$ cat src/rtl/tcw_pkg.sv
`default_nettype none
// ----------------------------------------------------------------------------
// tcw_pkg - shared definitions of the text console writer
// Screen geometry, cell layout, command codes, controller states and the
// command/status bundles between controller and datapath.
// ----------------------------------------------------------------------------
package tcw_pkg;

	// Screen geometry
	localparam int COLS   = 80;
	localparam int ROWS   = 25;
	localparam int CELLS  = COLS * ROWS;
	localparam int MOVE   = COLS * (ROWS - 1);
	localparam int ADDR_W = $clog2(CELLS);

	// Field widths
	localparam int CMD_W  = 2;
	localparam int CH_W   = 8;
	localparam int CLR_W  = 4;
	localparam int ROW_W  = 5;
	localparam int COL_W  = 7;
	localparam int CELL_W = 16;

	// Cell layout
	localparam int BG_SHIFT = 12;
	localparam int FG_SHIFT = 8;
	localparam logic [CH_W-1:0] BLANK_CHAR = 8'h20;
	localparam logic [CH_W-1:0] CH_NL      = 8'd10;
	localparam logic [CH_W-1:0] CH_CR      = 8'd13;

	typedef enum logic [CMD_W-1:0] {
		CMD_PUT   = 2'd0,
		CMD_FILL  = 2'd1,
		CMD_CLEAR = 2'd2,
		CMD_READ  = 2'd3
	} cmd_t;

	typedef enum logic [2:0] {
		ST_INIT,
		ST_IDLE,
		ST_EXEC,
		ST_SWEEP,
		ST_RESP
	} state_t;

	// Controller to datapath
	typedef struct packed {
		logic load_item;   // latch the accepted beat
		logic exec;        // update cursor, issue cell write or read
		logic sweep_step;  // advance the whole-screen sweep by one cell
		logic sweep_init;  // sweep writes zero (power-up clear)
		logic load_out;    // load the result register
	} ctl_cmd_t;

	// Datapath to controller
	typedef struct packed {
		logic need_sweep;  // item scrolls, fills or clears
		logic sweep_last;  // sweep counter is on the last cell
	} ctl_sts_t;

	// Background-colored blank cell
	function automatic logic [CELL_W-1:0] blank_cell(input logic [CLR_W-1:0] bg);
		blank_cell = (CELL_W'(bg) << BG_SHIFT) | CELL_W'(BLANK_CHAR);
	endfunction

endpackage
`default_nettype wire

$ cat src/rtl/tcw_ctl.sv
`default_nettype none
// ----------------------------------------------------------------------------
// tcw_ctl - text console writer controller
// Sequences power-up clear, item execution, screen sweeps and the result
// register handshake.
// ----------------------------------------------------------------------------
module tcw_ctl (
	input  wire logic             clk,
	input  wire logic             arst_n,
	input  wire logic             s_tvalid,
	output logic                  s_tready,
	output logic                  m_tvalid,
	input  wire logic             m_tready,
	input  wire tcw_pkg::ctl_sts_t sts,
	output tcw_pkg::ctl_cmd_t     cmd
);

	tcw_pkg::state_t state_q;
	tcw_pkg::state_t state_nxt;
	logic            out_valid_q;

	// Next state
	always_comb begin
		state_nxt = state_q;
		case (state_q)
			tcw_pkg::ST_INIT: begin
				if (sts.sweep_last) begin
					state_nxt = tcw_pkg::ST_IDLE;
				end
			end
			tcw_pkg::ST_IDLE: begin
				if (s_tvalid) begin
					state_nxt = tcw_pkg::ST_EXEC;
				end
			end
			tcw_pkg::ST_EXEC: begin
				state_nxt = sts.need_sweep ? tcw_pkg::ST_SWEEP : tcw_pkg::ST_RESP;
			end
			tcw_pkg::ST_SWEEP: begin
				if (sts.sweep_last) begin
					state_nxt = tcw_pkg::ST_RESP;
				end
			end
			tcw_pkg::ST_RESP: begin
				if (!out_valid_q || m_tready) begin
					state_nxt = tcw_pkg::ST_IDLE;
				end
			end
			default: state_nxt = tcw_pkg::ST_IDLE;
		endcase
	end

	// Outputs per state
	always_comb begin
		cmd      = '0;
		s_tready = 1'b0;
		case (state_q)
			tcw_pkg::ST_INIT: begin
				cmd.sweep_step = 1'b1;
				cmd.sweep_init = 1'b1;
			end
			tcw_pkg::ST_IDLE: begin
				s_tready      = 1'b1;
				cmd.load_item = s_tvalid;
			end
			tcw_pkg::ST_EXEC: begin
				cmd.exec = 1'b1;
			end
			tcw_pkg::ST_SWEEP: begin
				cmd.sweep_step = 1'b1;
			end
			tcw_pkg::ST_RESP: begin
				cmd.load_out = !out_valid_q || m_tready;
			end
			default: ;
		endcase
	end

	// State register
	always_ff @(posedge clk or negedge arst_n) begin
		if (!arst_n) begin
			state_q <= tcw_pkg::ST_INIT;
		end else begin
			state_q <= state_nxt;
		end
	end

	// Result valid: set on load, drop when the beat is taken
	always_ff @(posedge clk or negedge arst_n) begin
		if (!arst_n) begin
			out_valid_q <= 1'b0;
		end else if (cmd.load_out) begin
			out_valid_q <= 1'b1;
		end else if (m_tready) begin
			out_valid_q <= 1'b0;
		end
	end

	assign m_tvalid = out_valid_q;

`ifndef SYNTHESIS
	// Never overwrite a result beat that is still waiting
	a_no_overwrite: assert property (@(posedge clk) disable iff (!arst_n)
		cmd.load_out |-> (!out_valid_q || m_tready))
		else $error("result register overwritten while stalled");

	// Power-up clear ends in idle after the last cell
	a_init_exit: assert property (@(posedge clk) disable iff (!arst_n)
		(state_q == tcw_pkg::ST_INIT && sts.sweep_last) |=> state_q == tcw_pkg::ST_IDLE)
		else $error("clear pass did not end in idle");

	// Every accepted beat moves the controller into the execute state
	a_accept_to_exec: assert property (@(posedge clk) disable iff (!arst_n)
		(s_tvalid && s_tready) |=> state_q == tcw_pkg::ST_EXEC)
		else $error("accepted beat not executed");
`endif

endmodule
`default_nettype wire

$ cat config.mk
export PLATFORM = sky130hd
export DESIGN_NAME = tcw_ctl
export DESIGN_NICKNAME = d
export VERILOG_FILES = /design/src/rtl/tcw_pkg.sv /design/src/rtl/tcw_ctl.sv
export SDC_FILE = /design/constraint.sdc
export NUM_CORES = 1
export LEC_CHECK = 0
export BUFFER_PORTS_ARGS = -buffer_cell sky130_fd_sc_hd__buf_2
export CAP_MARGIN = 15
export CORE_AREA = 2 2 39 41
export DETAILED_ROUTE_END_ITERATION = 8
export DIE_AREA = 0 0 41 43
export GPL_TIMING_DRIVEN = 0
export HOLD_SLACK_MARGIN = 0.06
export SLEW_MARGIN = 10
export SYNTH_ARGS = -nofsm -noshare
export SYNTH_HDL_FRONTEND = slang
export SYNTH_SLANG_ARGS = --single-unit
$ cat constraint.sdc
create_clock -name clk -period 1.25 [get_ports clk]
set_input_delay 0.0625 -clock clk [delete_from_list [all_inputs] [get_ports clk]]
set_output_delay 0.0625 -clock clk [all_outputs]
set_load 0.01 [all_outputs]
; ---- Word-level counts from Yosys, hierarchy flattened
; Index checks and enable logic that the tools add are counted.
[classes]
eq_ne = 8
muxes = 14
reduce_logical = 6
[ops]
columns = operator, n
row1 = $mux 3, 5
row2 = $pmux 3 s5, 1
row3 = $mux 1, 8
row4 = $ne 2x2->1 const B, 4
row5 = $eq 3x2->1 const B, 2
row6 = $reduce_and 4->1, 1
row7 = $eq 3x1->1 const B, 1
row8 = $eq 3x3->1 const B, 1
row9 = $logic_not 3->1, 1
row10 = $reduce_bool 2->1, 1
row11 = $reduce_or 2->1, 1
row12 = $logic_not 1->1, 1
row13 = $logic_or 1x1->1, 1
[word_totals]
regBits = 4
out_inout_bits = 7
wordCells = 30

; ---- Depth between registers and ports, before layout
; Gate-level depths: netlist of the first run.
[logic_depth]
word_depth = 4
depth_mapped = 4
depth_no_buf = 3

; ---- Worst setup path after synthesis of the first run
; Ideal clock, no wire load.
[synth_timing]
path_type = reg2out
startpoint = register state_q[1]
endpoint = output cmd[4] (netlist name)
arrival_time_ps = 1087
setup_slack_ps = 101
path_stages_with_launch = 4
path_cell_list = dfrtp_1 > buf_6 > nor3b_1 > and2_1
[synth_lines]
columns = element, line_no
row1 = "start, declared", tcw_ctl.sv:18  ; tcw_pkg::state_t state_q;
row2 = "start signal, assigned", tcw_ctl.sv:82  ; state_q <= tcw_pkg::ST_INIT;
row3 = "start signal, assigned", tcw_ctl.sv:84  ; state_q <= state_nxt;
row4 = "end, declared", tcw_ctl.sv:15  ; output tcw_pkg::ctl_cmd_t cmd

==> summary.md, run 1 <==
| Metric | Value |
|---|---|
| CTS sink cnt | `4` |
| Post-DP HPWL | `454 um` |
| Compound-gate portion of the synthesized area | `15.2%` |
| First-pass GRT wire length | `993 um` |
| Final Hold Fails | `0` |
| Layout Skew | `6.36 ps` |
| Post-synthesis xor/xnor area fraction | `under 10%` |
| GPL Wtd Cong | `0.773` |
| Port bufs | `12` |
| Largest family of logic cells by synthesized area | `simple AND/OR/NAND/NOR gates` |
| Final number of setup-violating endpoints | `0` |
| H-tree levels | `1` |
| Area of the multi-input gates | `169 um^2` |
| Sequential cell area fraction in the yosys report | `36.9%` |
| Synth Instances | `28` |
| Multiplexer share of the synthesized area | `16.6%` |
| Unrepaired setup endpoints after global routing | `true` |
| Pre-CTS WS | `69.1 ps` |
| Worst slew pin tran | `238 ps` |
| Initial antenna violation count | `0` |
| Required time worst endpoint | `approximately 1200 ps` |
| Crit path max fanout | `9` |
| First-pass DRT Iterations | `2` |
| Via Count | `~270` |
| Iteration-0 DRC Markers | `2` |
| Fin nets | `56` |
| Most common cell after layout, fill and taps aside | `buf_2` |
| Critical Path Start Type | `flop` |
| Post-synth cell types | `18` |
| DR WL/cell | `10.1 um` |
| Synth-to-layout area growth | `61.8%` |
| Storage cell area | `101 um^2` |
| Pwr Density | `around 2600 nW/um^2` |
| Crit path capture type | `primary output` |
| Fmax | `between 0.8 and 0.9 GHz` |
| Number of slew-limit violations in the final report | `0` |
| Syn_area_per_cell | `9.70 um^2` |
| Yosys reg bits | `4` |
| Min cycle time layout | `1240 ps` |
| Area leader, netlist | `dfrtp_1` |
| Gr usage total | `9.55%` |
| Status | `finished clean` |
| DRC violations left | `0` |
| Total core area | `about 1400 um^2` |
| Vias in the first global route | `237` |
| DIE HEIGHT | `43 um` |
| Filler cells | `roughly 150` |
| Yosys warns | `0` |
| Die ar. | `roughly 1800 um^2` |
| Insertion delay to the later sink of the worst-skew pair | `240 ps` |
| Most frequent cells in the layout | `buf_2, buf_4, mux2i_1, clkbuf_4, dfrtp_1` |
| Clock root buffer | `clkbuf_4` |
| Cell Area, Synth | `about 270 um^2` |
| Total CTS buffers | `3` |
| VDD IR max | `0.000635 V` |
| Adder-cell area share of the yosys netlist | `0%` |
| Gr ovfl total | `0` |
| Largest net degree at the start of global routing | `11` |
| Final cell count without fillers | `64` |
| Post-synth top area share | `36.9%` |
| Worst Path Arrival | `1180 ps` |
| I/O Pins | `13` |
| Cell Rows | `14` |
| Leakage Power | `0.224 nW` |
| Clock transition at the registers of the reported paths | `approximately 40 ps` |
| Fraction of layout cells with a size suffix above 1 | `54.2%` |
| Dpl cells | `56` |
| Fin Hold WS | `108 ps` |
| ANT nets after route | `0` |
| Largest cells by area after synthesis | `dfrtp_1, mux2i_1, nand2b_1, o22a_1, mux2_4` |
| Net Count, Synth | `34` |
| CTS tree | `built` |
| Clock buffer depth | `2` |
| CP Class | `reg2out` |
| Diode count | `0` |
| Total of max-cap violations | `0` |
| Routed Wire Length | `between 600 and 700 um` |
| Initial core utilization | `19.6%` |
| Final setup margin | `7.48 ps` |
| Hold WC Path Type | `in2reg` |
| Die W | `41 um` |
| Simple-gate share of the synthesized area | `20.7%` |
| Routed vias/inst | `between 4 and 5` |
| Final core utilization | `31.7%` |
| Fin Setup TNS | `0 ps` |
| Period utilization | `between 90% and 100%` |
| Relative slew slack | `a little over four fifths` |
-- state kept, by name (all words and copies together) (netlist names) --
register / count
state_q: 3
m_tvalid: 1
-- routing by layer --
layer  track usage (%)  share of wire (%)  routed length [um]  vias up
met5                 0                  0                   0        -
met4              12.0                4.5                  29        0
li1                  -                  -                   -      140
met1              8.39                 40                 260      117
met3              4.71                5.6                  36        4
met2              13.1                 50                 321       10
-- synth_stat cells --
cell type / number
and2_1: 1
mux2i_1: 3
a211oi_1: 1
dfrtp_1: 4
nor2_1: 2
nand2b_1: 3
inv_1: 1
o22ai_1: 1
xor2_1: 1
o21ai_0: 1
nor3b_1: 2
nor3_1: 1
a21oi_1: 1
nand2_1: 1
buf_2: 1
o22a_1: 2
mux2_4: 1
buf_6: 1
-- report_power, final --
group,total [mW],switching (mW),leakage (nW),internal (mW)
Combinational,0.737,0.329,0.161,0.408
Clock,0.169,0.0607,0.0138,0.108
Sequential,0.258,0.0638,0.0492,0.194
-- critical path, stage by stage (launching register included) --
cell,delay [ps]
dfrtp_1,360
buf_6,140
nand2b_4,150
nor3b_2,140
buf_2,150
-- per-stage QoR --
step / cell area [um^2] / power [mW]
2_1_floorplan: 272 / 0.658
3_3_place_gp: 352 / 0.826
3_5_place_dp: 352 / 0.836
4_1_cts: 428 / 1.14
5_1_grt: 439 / 1.27
6_report: 439 / 1.16
-- cell type report --
| class | count | share of cell area [%] |
|---|---|---|
| tap | 16 | 4.56 |
| sequential | 4 | 23.1 |
| inverter | 1 | 0.855 |
| timing repair buffer | 17 | 22.8 |
| buffer | 2 | 5.13 |
| multi-input combinational | 21 | 38.5 |
| clock buffer | 3 | 5.13 |
-- cell families (layout without fill, tap and decap cells) --
logic type,after synthesis,in the layout
and+or+nand+nor,10,10
buffers and inverters,3,23
DFF,4,4
muxes,4,4
xor gates and xnor gates,1,1
AOI/OAI and AO/OA,6,6
-- path summary, 6_finish.rpt --
check	start	slack, ps	to	cells past startpoint
min reg2reg	m_tvalid	560	m_tvalid	2
min in group asynchronous	arst_n	150	m_tvalid	2
max	state_q[1]	7	cmd[0]	4
max in group asynchronous	arst_n	970	state_q[2]	2
min	sts[0]	110	state_q[2]	3
max reg2reg	state_q[2]	60	state_q[0]	3
-- timing repair --
item,in CTS,in global routing
endpoints found under the hold margin,4,0
pin swaps,1,0
hold buffers,1,0
setup buffers,3,1
resized for setup,5,1
endpoints found under the setup margin,3,5
Note: power is estimated with default switching activity, not from simulation.
==> inputs of run 2 (changes only) <==
==> constraint.sdc (replaced) <==
create_clock -name clk -period 1 [get_ports clk]
set_input_delay 0.05 -clock clk [delete_from_list [all_inputs] [get_ports clk]]
set_output_delay 0.05 -clock clk [all_outputs]
set_load 0.01 [all_outputs]
==> summary.md, run 2 (synthesis gave the netlist of run 1 again) <==
| Metric | Value |
|---|---|
| Final cell count without fillers | `67 (+4.7%)` |
| H-tree levels | `1 (unchanged)` |
| CTS tree | `built` |
| Die W | `41 um (unchanged)` |
| Routed vias/inst | `4.49 (+6.1%)` |
| Routed Wire Length | `702 um (+8.5%)` |
| Post-DP HPWL | `448 um (-1.2%)` |
| CP delay by family, top | `flip-flops` |
| Required time worst endpoint | `950 ps (-240 ps)` |
| Vias in the first global route | `284 (+20%)` |
| Number of slew-limit violations in the final report | `0 (unchanged)` |
| Worst-path cell chain | `buf_6, nand2b_4, nor3b_2, buf_2` |
| Failing checks | `setup timing` |
| Max stage delay cell, worst path | `dfrtp_1` |
| Critical Path Start Type | `flop` |
| Worst slew pin tran | `175 ps (-63.2 ps)` |
| Synth-to-layout area growth | `79.3%` |
| Fin Hold WS | `106 ps (-2.01 ps)` |
| Total CTS buffers | `3 (unchanged)` |
| Clock transition at the registers of the reported paths | `50 ps (about the same)` |
| Crit path max fanout | `7 (-2)` |
| Reg2Reg Depth | `5 (+2)` |
| First-pass DRT Iterations | `4 (+2)` |
| Max reg flops | `3 (unchanged)` |
| Largest net degree at the start of global routing | `8 (-3)` |
| CTS sink cnt | `4 (unchanged)` |
| Min cycle time layout | `1230 ps` |
| Final core utilization | `35.2% (+3.4 points)` |
| First-pass GRT wire length | `1150 um (+16%)` |
| Hold WC Path Type | `in2reg` |
| Tot Pwr | `1.66 mW (+43%)` |
| Via Count | `301 (+11%)` |
| GPL Wtd Cong | `0.757 (-2.1%)` |
| Most common cell after layout, fill and taps aside | `buf_2` |
| DRC violations left | `0 (unchanged)` |
| Leakage Power | `0.242 nW (+7.9%)` |
| DR WL/cell | `10.5 um (+3.6%)` |
| Iteration-0 DRC Markers | `5 (+3)` |
| Cell Rows | `14 (unchanged)` |
| Dpl cells | `56 (unchanged)` |
| Fmax | `0.815 GHz` |
| Hold Path Stages | `3 (unchanged)` |
| Clock buffer depth | `2 (unchanged)` |
| Insertion delay to the later sink of the worst-skew pair | `240 ps (about the same)` |
| Layout Skew | `7.74 ps (+1.38 ps)` |
| I/O Pins | `13 (unchanged)` |
| Gr usage total | `10.4% (+0.81 points)` |
| R2R Setup Slk | `-170 ps (-230 ps)` |
| Final number of setup-violating endpoints | `9 (+9)` |
| Diode count | `0 (unchanged)` |
| Final setup margin | `-226 ps (-234 ps)` |
| Pre-CTS WS | `-162 ps (-231 ps)` |
| Total core area | `1380 um^2 (unchanged)` |
| CP Class | `reg2out` |
| Pwr Density | `3420 nW/um^2 (+29%)` |
| Relative slew slack | `88.1% (+4.1 points)` |
| Period utilization | `123%` |
| Largest register by flop count | `state_q` |
| Final Hold Fails | `0 (unchanged)` |
| CP bufs+invs | `2 (unchanged)` |
| Fraction of layout cells with a size suffix above 1 | `62.7% (+8.6 points)` |
| Worst Path Arrival | `1180 ps (about the same)` |
| Worst path max stage delay | `370 ps (about the same)` |
| Area of the multi-input gates | `198 um^2 (+17%)` |
| Crit path capture type | `primary output` |
| Initial core utilization | `19.6% (unchanged)` |
| Total of max-cap violations | `0 (unchanged)` |
| Storage cell area | `101 um^2 (unchanged)` |
| Instance count on the critical path | `4 (unchanged)` |
| Most frequent cells in the layout | `buf_2, buf_4, clkbuf_4, dfrtp_1` |
| Initial antenna violation count | `0 (unchanged)` |
| Port bufs | `12 (unchanged)` |
| VDD IR max | `0.000979 V (+54%)` |
| Status | `finished with violations` |
| Clock root buffer | `clkbuf_4` |
| Gr ovfl total | `0 (unchanged)` |
| Fin nets | `58 (+3.6%)` |
| ANT nets after route | `0 (unchanged)` |
| DIE HEIGHT | `43 um (unchanged)` |
| Filler cells | `147 (-0.68%)` |
| Unrepaired setup endpoints after global routing | `true` |
| Die ar. | `1760 um^2 (unchanged)` |
==> run 2: metrics by stage <==
step / instance area (um^2) / TNS (ps)
finish: 487 / -1390
global placement: 373 / -246
detailed placement: 373 / -301
floorplan: 293 / -143
global route: 487 / -2040
CTS: 470 / -1450
==> run 2: final timing paths <==
| check | from | endpoint |
|---|---|---|
| worst max-delay path | state_q[1] | cmd[0] |
| worst min-delay path | sts[0] | state_q[2] |
| worst max register to register | state_q[1] | state_q[0] |
| worst min register to register | m_tvalid | m_tvalid |
| max in group asynchronous | arst_n | state_q[2] |
| min in group asynchronous | arst_n | state_q[0] |
==> run 2: routing by layer <==
metal  vias up  share of wire (%)  global-route usage (%)
met4         0                  0                    10.0
li1        147                  -                       -
met3         0                5.8                    3.14
met5         -                  0                       0
met1       140                 40                    10.4
met2        14                 54                    15.6
==> run 2: power by group <==
| part | internal (mW) | switching, mW | leakage (nW) | total [mW] |
|---|---|---|---|---|
| Sequential | 0.243 | 0.0839 | 0.0492 | 0.327 |
| Clock | 0.151 | 0.0804 | 0.0150 | 0.231 |
| Combinational | 0.628 | 0.479 | 0.177 | 1.11 |
==> run 2: tightest hold or removal path, cell delays in order <==
cell	delay (ps)
buf_2	120
nand2_1	80
o22ai_2	70
==> run 2: what timing repair did <==
item / CTS / global route
hold buffers: 1 / 0
endpoints found under the hold margin: 4 / 0
endpoints found under the setup margin: 9 / 9
resized for setup: 4 / 3
pin swaps: 3 / 2
setup buffers: 6 / 0
==> run 2: layout make-up <==
cell class	instances	area share [%]
clock buffer	4	5.40
timing repair buffer	19	23.7
multi-input combinational	21	40.6
inverter	1	0.771
tap	16	4.11
sequential	4	20.8
buffer	2	4.63
==> inputs of run 3 (changes only) <==
==> constraint.sdc (replaced) <==
create_clock -name clk -period 1 [get_ports clk]
set_input_delay 0.05 -clock clk [delete_from_list [all_inputs] [get_ports clk]]
set_output_delay 0.05 -clock clk [all_outputs]
set_load 0.1 [all_outputs]
==> summary.md, run 3 (synthesis gave the netlist of run 1 again) <==
| Metric | Value |
|---|---|
| Routed Wire Length | `624 um (-11%)` |
| Final number of setup-violating endpoints | `9 (unchanged)` |
| CP bufs+invs | `2 (unchanged)` |
| DP Area | `409 um^2 (+9.7%)` |
| Min cycle time layout | `1330 ps (+105 ps)` |
| Layout Skew | `1.20 ps (-6.54 ps)` |
| Worst path max stage delay | `360 ps (about the same)` |
| DRC violations left | `0 (unchanged)` |
| Clock transition at the registers of the reported paths | `40 ps (about the same)` |
| Initial core utilization | `19.6% (unchanged)` |
| Highest routed layer | `met4` |
| DR WL/cell | `9.90 um (-5.5%)` |
| Via Count | `280 (-7.0%)` |
| Port bufs | `12 (unchanged)` |
| Largest net degree at the start of global routing | `11 (+3)` |
| CTS sink cnt | `4 (unchanged)` |
| Period utilization | `133% (+11 points)` |
| Cell Rows | `14 (unchanged)` |
| Gr usage total | `9.06% (-1.3 points)` |
| Relative slew slack | `83.9% (-4.2 points)` |
| Vias in the first global route | `270 (-4.9%)` |
| Worst-path cell chain | `buf_6, nand2b_4, nor3b_4, buf_12` |
| Fin nets | `55 (-5.2%)` |
| Total of max-cap violations | `0 (unchanged)` |
| Finished Cell Area | `561 um^2 (+15%)` |
| CP delay by family, top | `flip-flops` |
| Final Hold Fails | `0 (unchanged)` |
| ANT nets after route | `0 (unchanged)` |
| Failing checks | `setup timing` |
| Die ar. | `1760 um^2 (unchanged)` |
| Number of slew-limit violations in the final report | `0 (unchanged)` |
| Iteration-0 DRC Markers | `5 (unchanged)` |
| Final setup margin | `-332 ps (-105 ps)` |
| H-tree levels | `1 (unchanged)` |
| Largest register by flop count | `state_q` |
| Worst slew pin tran | `240 ps (+65.4 ps)` |
| First-pass DRT Iterations | `4 (unchanged)` |
| Pre-CTS WS | `-358 ps (-197 ps)` |
| DIE HEIGHT | `43 um (unchanged)` |
| Most frequent cells in the layout | `buf_6, buf_2, buf_12` |
| Die W | `41 um (unchanged)` |
| Diode count | `0 (unchanged)` |
| Final core utilization | `40.5% (+5.3 points)` |
| I/O Pins | `13 (unchanged)` |
| Storage cell area | `105 um^2 (+3.7%)` |
| Crit path max fanout | `6 (-1)` |
| Clock root buffer | `clkbuf_4` |
| Hold WC Path Type | `in2reg` |
| Metal-1 WL | `253 um (-10%)` |
| Initial antenna violation count | `0 (unchanged)` |
| Synth-to-layout area growth | `106%` |
| Routed vias/inst | `4.44 (-1.1%)` |
| Worst Path Arrival | `1280 ps (+100 ps)` |
| Total CTS buffers | `3 (unchanged)` |
| Gr ovfl total | `0 (unchanged)` |
| Fmax | `0.751 GHz (-7.9%)` |
| Clock buffer depth | `2 (unchanged)` |
| Area of the multi-input gates | `215 um^2 (+8.9%)` |
| Crit path capture type | `primary output` |
| Critical Path Start Type | `flop` |
| Max stage delay cell, worst path | `dfrtp_1` |
| Unrepaired setup endpoints after global routing | `true` |
| CP Class | `reg2out` |
| Required time worst endpoint | `950 ps (about the same)` |
| First-pass GRT wire length | `1010 um (-12%)` |
| Routed wl met3 | `20 um (-51%)` |
| Total core area | `1380 um^2 (unchanged)` |
| Post-DP HPWL | `453 um (+1.1%)` |
| Filler cells | `141 (-4.1%)` |
| Max reg flops | `3 (unchanged)` |
| Status | `finished with violations` |
| DR WL met2 | `336 um (-11%)` |
| GPL Wtd Cong | `0.702 (-7.3%)` |
| Insertion delay to the later sink of the worst-skew pair | `230 ps (about the same)` |
| Fraction of layout cells with a size suffix above 1 | `68.1% (+5.3 points)` |
| Fin Hold WS | `100 ps (-6.25 ps)` |
| CTS tree | `built` |
==> run 3: worst paths after layout <==
kind / from / endpoint / slack [ps] / depth (start not counted)
max in group asynchronous: arst_n / m_tvalid / 710 / 2
worst min-delay path: m_tready / m_tvalid / 100 / 3
worst min register to register: m_tvalid / m_tvalid / 570 / 2
min in group asynchronous: arst_n / m_tvalid / 160 / 2
worst max-delay path: state_q[1] / cmd[0] / -330 / 4
worst max register to register: state_q[1] / state_q[0] / -260 / 5
==> run 3: final cells by class <==
cell class	instances	area share [%]
Timing Repair Buffer	16	30.6
Sequential cell	4	18.8
Tap cell	16	3.57
Multi-Input combinational cell	21	38.4
Inverter	1	0.670
Buffer	2	4.02
Clock buffer	3	4.02
==> run 3: repair_timing <==
action                                 4_1_cts  5_1_grt
gates resized for setup                     26        1
setup endpoints to repair                   11       10
hold buffers                                 1        0
buffers inserted                             3        0
pin swaps                                    1        2
endpoints found under the hold margin        4        0
==> run 3: layer usage <==
layer,vias to the layer above,track usage [%]
met4,0,8.00
met5,-,0
met2,7,12.8
li1,139,-
met3,2,3.14
met1,132,10.1
==> run 3: through the flow <==
step	setup TNS, ps	cells
finish	-2350	63
global route	-2760	63
CTS	-2430	63
detailed placement	-2220	56
global placement	-2160	56
floorplan	-3540	28
==> run 3: worst min-delay path: cells and delay by family <==
family,cells,cell delay (ps)
AND/OR/NAND/NOR,1,120
buffers and inverters,1,70
AO/OA/AOI/OAI,1,50
Power of run 3 is not shown: default switching activity piles up to over one toggle a cycle in this logic, so the estimate is an artifact.
